===== src/hdl/mp2d_pkg.sv =====
package mp2d_pkg;

  // Sizing of the block.
  localparam int MAX_WIDTH   = 256;
  localparam int MAX_WIN     = 4;
  localparam int SAMPLE_BITS = 16;
  localparam int MAX_HEIGHT  = 4096;

  // Widths of the configuration registers.
  localparam int IW_BITS   = 9;
  localparam int IH_BITS   = 13;
  localparam int WIN_BITS  = 3;
  localparam int STEP_BITS = 3;

  // Position counters and ring addressing.
  localparam int COL_W = $clog2(MAX_WIDTH);
  localparam int ROW_W = $clog2(MAX_HEIGHT);
  localparam int RR_W  = $clog2(MAX_WIN);
  localparam int WN_W  = $clog2(MAX_WIN + 1);
  localparam int CA_W  = COL_W + 2;
  localparam int RA_W  = ROW_W + 2;

  // Remainder unit: digits of DIG_BITS bits, one digit per cycle.
  localparam int DIG_BITS  = 4;
  localparam int DIV_RAW   = (ROW_W > COL_W) ? ROW_W : COL_W;
  localparam int DIV_W     = ((DIV_RAW + DIG_BITS - 1) / DIG_BITS) * DIG_BITS;
  localparam int DIV_STEPS = DIV_W / DIG_BITS;
  localparam int DSC_W     = $clog2(DIV_STEPS + 1);

  // Stream and register port sizing.
  localparam int TDATA_W   = ((SAMPLE_BITS + 7) / 8) * 8;
  localparam int NUM_REGS  = 5;
  localparam int ADDR_W    = $clog2(4 * NUM_REGS);
  localparam int REG_IDX_W = ADDR_W - 2;

  // Register indexes.
  localparam logic [REG_IDX_W-1:0] REG_IMAGE_WIDTH  = REG_IDX_W'(0);
  localparam logic [REG_IDX_W-1:0] REG_IMAGE_HEIGHT = REG_IDX_W'(1);
  localparam logic [REG_IDX_W-1:0] REG_WIN_ROWS     = REG_IDX_W'(2);
  localparam logic [REG_IDX_W-1:0] REG_WIN_COLS     = REG_IDX_W'(3);
  localparam logic [REG_IDX_W-1:0] REG_STEP_SIZE    = REG_IDX_W'(4);

  // Register reset values.
  localparam logic [IW_BITS-1:0]   RST_IMAGE_WIDTH  = IW_BITS'(256);
  localparam logic [IH_BITS-1:0]   RST_IMAGE_HEIGHT = IH_BITS'(256);
  localparam logic [WIN_BITS-1:0]  RST_WIN_ROWS     = WIN_BITS'(2);
  localparam logic [WIN_BITS-1:0]  RST_WIN_COLS     = WIN_BITS'(2);
  localparam logic [STEP_BITS-1:0] RST_STEP_SIZE    = STEP_BITS'(1);

  typedef logic signed [SAMPLE_BITS-1:0] sample_t;

  // Raw register contents as written.
  typedef struct packed {
    logic [IW_BITS-1:0]   image_width;
    logic [IH_BITS-1:0]   image_height;
    logic [WIN_BITS-1:0]  win_rows;
    logic [WIN_BITS-1:0]  win_cols;
    logic [STEP_BITS-1:0] step_size;
  } cfg_t;

  // Register values after clamping into their working ranges.
  typedef struct packed {
    logic [CA_W-1:0]      w;
    logic [RA_W-1:0]      h;
    logic [WN_W-1:0]      wr;
    logic [WN_W-1:0]      wc;
    logic [STEP_BITS-1:0] s;
  } eff_t;

  // Commands from the controller to the datapath.
  typedef struct packed {
    logic in_load;
    logic pos_calc;
    logic prep;
    logic walk;
    logic out_load;
  } cmd_t;

  // Status from the datapath to the controller.
  typedef struct packed {
    logic div_done;
    logic hit;
    logic walk_done;
    logic out_busy;
  } stat_t;

  // Zero acts as one; values above the maximum act as the maximum.
  function automatic eff_t make_eff(cfg_t c);
    eff_t e;
    if (c.image_width == '0) begin
      e.w = CA_W'(1);
    end else if (32'(c.image_width) > 32'(MAX_WIDTH)) begin
      e.w = CA_W'(MAX_WIDTH);
    end else begin
      e.w = CA_W'(c.image_width);
    end
    if (c.image_height == '0) begin
      e.h = RA_W'(1);
    end else if (32'(c.image_height) > 32'(MAX_HEIGHT)) begin
      e.h = RA_W'(MAX_HEIGHT);
    end else begin
      e.h = RA_W'(c.image_height);
    end
    if (c.win_rows == '0) begin
      e.wr = WN_W'(1);
    end else if (32'(c.win_rows) > 32'(MAX_WIN)) begin
      e.wr = WN_W'(MAX_WIN);
    end else begin
      e.wr = WN_W'(c.win_rows);
    end
    if (c.win_cols == '0) begin
      e.wc = WN_W'(1);
    end else if (32'(c.win_cols) > 32'(MAX_WIN)) begin
      e.wc = WN_W'(MAX_WIN);
    end else begin
      e.wc = WN_W'(c.win_cols);
    end
    e.s = (c.step_size == '0) ? STEP_BITS'(1) : c.step_size;
    return e;
  endfunction

endpackage


===== src/hdl/mp2d_ctrl.sv =====
module mp2d_ctrl import mp2d_pkg::*; (
  input  logic  clk_i,
  input  logic  rst_ni,
  input  logic  in_valid_i,
  input  stat_t stat_i,
  output cmd_t  cmd_o,
  output logic  in_ready_o
);

  localparam logic [2:0] ST_IDLE  = 3'd0;
  localparam logic [2:0] ST_POS   = 3'd1;
  localparam logic [2:0] ST_PREP  = 3'd2;
  localparam logic [2:0] ST_DIV   = 3'd3;
  localparam logic [2:0] ST_WALK  = 3'd4;
  localparam logic [2:0] ST_DRAIN = 3'd5;
  localparam logic [2:0] ST_FIN   = 3'd6;

  logic [2:0] state_q, state_d;

  // Sequence one sample: place it, test the grid and, on a hit, walk the window and deliver.
  always_comb begin
    state_d    = state_q;
    cmd_o      = '0;
    in_ready_o = 1'b0;
    case (state_q)
      ST_IDLE: begin
        in_ready_o = 1'b1;
        if (in_valid_i) begin
          cmd_o.in_load = 1'b1;
          state_d       = ST_POS;
        end
      end
      ST_POS: begin
        cmd_o.pos_calc = 1'b1;
        state_d        = ST_PREP;
      end
      ST_PREP: begin
        cmd_o.prep = 1'b1;
        state_d    = ST_DIV;
      end
      ST_DIV: begin
        if (stat_i.div_done) begin
          state_d = stat_i.hit ? ST_WALK : ST_IDLE;
        end
      end
      ST_WALK: begin
        cmd_o.walk = 1'b1;
        if (stat_i.walk_done) begin
          state_d = ST_DRAIN;
        end
      end
      ST_DRAIN: begin
        state_d = ST_FIN;
      end
      ST_FIN: begin
        if (!stat_i.out_busy) begin
          cmd_o.out_load = 1'b1;
          state_d        = ST_IDLE;
        end
      end
      default: begin
        state_d = ST_IDLE;
      end
    endcase
  end

  always_ff @(posedge clk_i or negedge rst_ni) begin
    if (!rst_ni) begin
      state_q <= ST_IDLE;
    end else begin
      state_q <= state_d;
    end
  end

endmodule


===== config.mk =====
export PLATFORM = sky130hd
export DESIGN_NAME = mp2d_ctrl
export DESIGN_NICKNAME = d
export VERILOG_FILES = /design/src/hdl/mp2d_pkg.sv /design/src/hdl/mp2d_ctrl.sv
export SDC_FILE = /design/constraint.sdc
export NUM_CORES = 1
export LEC_CHECK = 0
export BUFFER_PORTS_ARGS = -buffer_cell sky130_fd_sc_hd__buf_4
export CAP_MARGIN = 20
export CORE_AREA = 2 2 39 41
export CTS_BUF_LIST = sky130_fd_sc_hd__clkbuf_4
export DETAILED_ROUTE_END_ITERATION = 16
export DIE_AREA = 0 0 41 43
export HOLD_SLACK_MARGIN = 0.06
export SLEW_MARGIN = 10
export SYNTH_ARGS = -nofsm -noshare
export SYNTH_HDL_FRONTEND = slang
export SYNTH_SLANG_ARGS = --single-unit

===== constraint.sdc =====
create_clock -name clk_i -period 1.2 [get_ports clk_i]
set_input_delay 0.18 -clock clk_i [delete_from_list [all_inputs] [get_ports clk_i]]
set_output_delay 0.18 -clock clk_i [all_outputs]
set_load 0.01 [all_outputs]

-- Word level (Yosys, flattened, before mapping)
Cells that the tools add are included.
- register bits after elaboration: 3
- bits in latches: 0
- memory bits (writable): 0
- memory bits (read-only): 0
- input bits: 7
- output and inout port bits: 6
- logic and storage cells: 27
- memories kept: 0
- $add $sub $neg: 0
- multipliers: 0
- divide/modulo/power cells: 0
- $lt $le $gt $ge: 0
- equality and inequality tests: 10
- shift operators: 0
- muxes and demuxes: 14
- bitwise logic cells: 0
- reductions and logical operators: 2
- operators by type and width (cell ; count):
    case mux 3 bit (7 select lines) ; 1
    2-to-1 mux 3 bit ; 5
    == test 3 bit (second input constant) ; 3
    2-to-1 mux 1 bit ; 8
    != test 2 bit (second input constant) ; 4
    == test 3 x 2 -> 1 bit (second input constant) ; 2
    AND reduction 4 bit ; 1
    == test 3 x 1 -> 1 bit (second input constant) ; 1
    logical NOT 3 bit ; 1

-- Logic depth before layout (Yosys ltp)
- depth after elaboration: 3
- depth in mapped cells: 3
- mapped depth without buffers: 3

-- Least setup slack after synthesis
Ideal clock, no wire load.
- path kind: register to output
- from: register state_q[1]
- to: output cmd_o[4] (netlist name)
- arrival: 1.017 ns
- data required time: 1.020 ns
- slack: 0.003 ns
- stages on the path, launching flop included: 3
- cell sequence: dfrtp_1 nor3_1 and2_1
- RTL lines (what ; RTL line ; RTL):
    start: declaration ; mp2d_ctrl.sv:18 ; logic [2:0] state_q, state_d;
    start signal: assignment ; mp2d_ctrl.sv:71 ; state_q <= state_d;
    end: declaration ; mp2d_ctrl.sv:6 ; output cmd_t cmd_o,

==> flow_summary.toml <==
[final_layout]
final_cells = 59
antennaDiodeCount = 0
fillers = 160
area_growth_pct = 95.92
drive_above_1_share = 0.5581
largest_register_ffs = 3
nNetsFinal = 51
stdcell_area_um2 = 360.3
reg.largest.list = "state_q: 3 flops"
regMostFlops = "state_q"

[detailed_routing]
vias = 236
final_antenna_net_count = 0
drt_first_iter_violations = 3
avgViaCountPerCell = 4.000
firstDrtPassIters = 2
drc = 0
wirelength_um = 537
wl_per_cell_um = 9.102

[placed_design]
dpl_cell_area_um2 = 301.5
place.gp.congestion = 0.6821
dp_hpwl_um = 437.7
dp.cells = 53
io_buffer_count = 12

[logic_synthesis]
ys_ff_latch = 3
synth_top_area_frac = 0.4082
ys_async_sr_fraction = 1.000
synth_top_cell_by_area = "dfrtp_1"
synthCells = 24
ys_seq_area_frac = 0.4082
synth_edf_count = 0
synth_common_cells = "4 x nor2_1, 4 x o21ai_0, 3 x dfrtp_1, 2 x nand2_1, 2 x nor3_1"
synth_cell_types = 14
avgSynthCellArea_um2 = 7.664
synthTopCellsByArea = "dfrtp_1 41%, o21ai_0 11%, nor2_1 8.2%"
synth_flop_cell = "dfrtp_1"
synth_nets = 31
netlist_area_um2 = 183.9
ys_warn_count = 0

[power_and_ir_drop]
p_clk_frac = 0.217
seqPwrFrac = 0.267
p_int_uw = 550.0
p_sw_frac = 0.3967
power_leakage_nw = 0.1753
powerDensity_nw_per_um2 = 2530
switchingPower_uw = 361.7
vdd_drop_max_mv = 1.135
p_comb_frac = 0.516

[floorplan]
io_pins = 13
start_util = 0.1329
num_rows = 14
die_w_um = 41
dieArea_um2 = 1763
coreArea_um2 = 1384
fp.dieH_um = 43

[critical_path]
start_kind = "register"
cp_cell_sequence = "nand2b_1 > nor3_2 > buf_4"
crit_buf_inv = 1
cp.required_ns = 1.02
path_max_fanout = 7
cp.arrival_ns = 1.13
cp_top_family = "flip-flops"
critical_path_class = "reg -> out"
cpPeakStageDelay_ns = 0.44
worstSetupEndpointType = "output port"
cp_slowest_cell = "dfrtp_2"

[grt]
gr-usage-met1 = 0.08117
grt_pass1_vias = 200
use_met3 = 0.06283
grt_pass1_wl_um = 765
grt_overflow = 0
grt_util_met2 = 0.08438
top_usage_layer = "met2"
antenna_found_initial = 0
grt.total_usage = 0.07351
grt_start_max_net_pins = 8

[sta]
min_period_ns = 1.309
finalSetupViolations = 5
hold_viol_final = 0
fmax_mhz = 764.2
finalClockSkew_ns = 0.005270
tightest_slew_ns = 0.2060
fin_crit_sh = 1.091
fin_ws_ns = -0.1086
slew_viol_final = 0
rsz0062_at_grt = "true"
slew_headroom = 0.8619

[clock_tree]
cts_tree = "built"
clk_pin_slew_worst_paths_ns = 0.03
clk_latency_ns = 0.23
clockBufferDepth = 2
cts_buffers = 3
htree_levels = 1
clock-sinks = 3
cts_root_buf = "clkbuf_4"

[hold_path]
min_path_type = "in -> reg"

[flow_run]
maxCapViolations = 0

[run_status]
violations = "negative setup slack"
outcome = "finished with violations"
==> path summary, 6_finish.rpt <==
| kind | to | depth (start not counted) | start | slack [ns] |
|---|---|---|---|---|
| max | cmd_o[0] | 3 | state_q[0] | -0.11 |
| min | state_q[0] | 2 | stat_i[1] | 0.19 |
| max reg2reg | state_q[0] | 4 | state_q[1] | 0.12 |
| min reg2reg | state_q[1] | 2 | state_q[0] | 0.58 |
| max in group asynchronous | state_q[0] | 2 | rst_ni | 0.82 |
| min in group asynchronous | state_q[2] | 2 | rst_ni | 0.27 |
==> worst register-to-register path: cells and delay by family, from the launching register on <==
kind | cells | cell delay, ns
AOI/OAI and AO/OA | 2 | 0.27
buffers and inverters | 1 | 0.17
DFF | 1 | 0.42
and+or+nand+nor | 1 | 0.10
==> metrics by stage <==
| step | worst slack, ns | total power [mW] | util | hold WS [ns] | TNS (ns) |
|---|---|---|---|---|---|
| 6_report | -0.1086 | 0.9116 | 0.2604 | 0.1879 | -0.3934 |
| 5_1_grt | -0.1669 | 0.9957 | 0.2604 | 0.1757 | -0.7662 |
| 4_1_cts | -0.1203 | 0.9227 | 0.2604 | 0.1810 | -0.5408 |
| 3_5_place_dp | 0.03982 | 0.6644 | 0.2179 | -0.02901 | 0 |
| 3_3_place_gp | 0.03638 | 0.6609 | 0.2179 | -0.02615 | 0 |
| 2_1_floorplan | 0.002774 | 0.4522 | - | -0.1156 | 0 |
==> metal layers <==
layer,vias up,wire length (µm)
met3,0,45
met4,0,0
li1,121,-
met2,9,247
met5,-,0
met1,106,244
==> power by group through the flow <==
stage | combinational [mW] | sequential, mW | clock [mW]
floorplan | 0.226 | 0.226 | 0
global placement | 0.435 | 0.226 | 0
detailed placement | 0.437 | 0.227 | 0
CTS | 0.478 | 0.236 | 0.209
global route | 0.522 | 0.249 | 0.224
finish | 0.470 | 0.243 | 0.198
==> final cells by class <==
type,count,area [µm²],area share
sequential,3,76.32,0.2118
clock buffer,4,30.03,0.08333
multi-input combinational,19,111.4,0.3090
timing repair buffer,15,115.1,0.3194
inverter,2,7.507,0.02083
tap,16,20.02,0.05556
==> what timing repair did <==
action / 4_1_cts / 5_1_grt
buffers inserted: 1 / 0
pin swaps: 1 / 0
hold buffers: 1 / 0
hold endpoints to repair: 3 / 0
endpoints found under the setup margin: 6 / 6
gates resized for setup: 3 / 1
==> cells by family (layout without fill, tap and decap cells) <==
group	after synthesis	count (layout)	synth area share
AOI/OAI and AO/OA	6	6	0.1905
and+or+nand+nor	13	13	0.3606
DFF	3	3	0.4082
buffers and inverters	2	21	0.04078
==> cell usage in the layout (no fill, tap or decap), types with 2 or more instances in the layout <==
cell type,synthesis,routed
nor2_1,4,4
clkbuf_4,0,4
dfrtp_1,3,2
nor3_2,1,3
o21ai_0,4,4
nand2_1,2,2
inv_2,1,2
buf_4,0,14
Power figures use the tool's default switching activity.
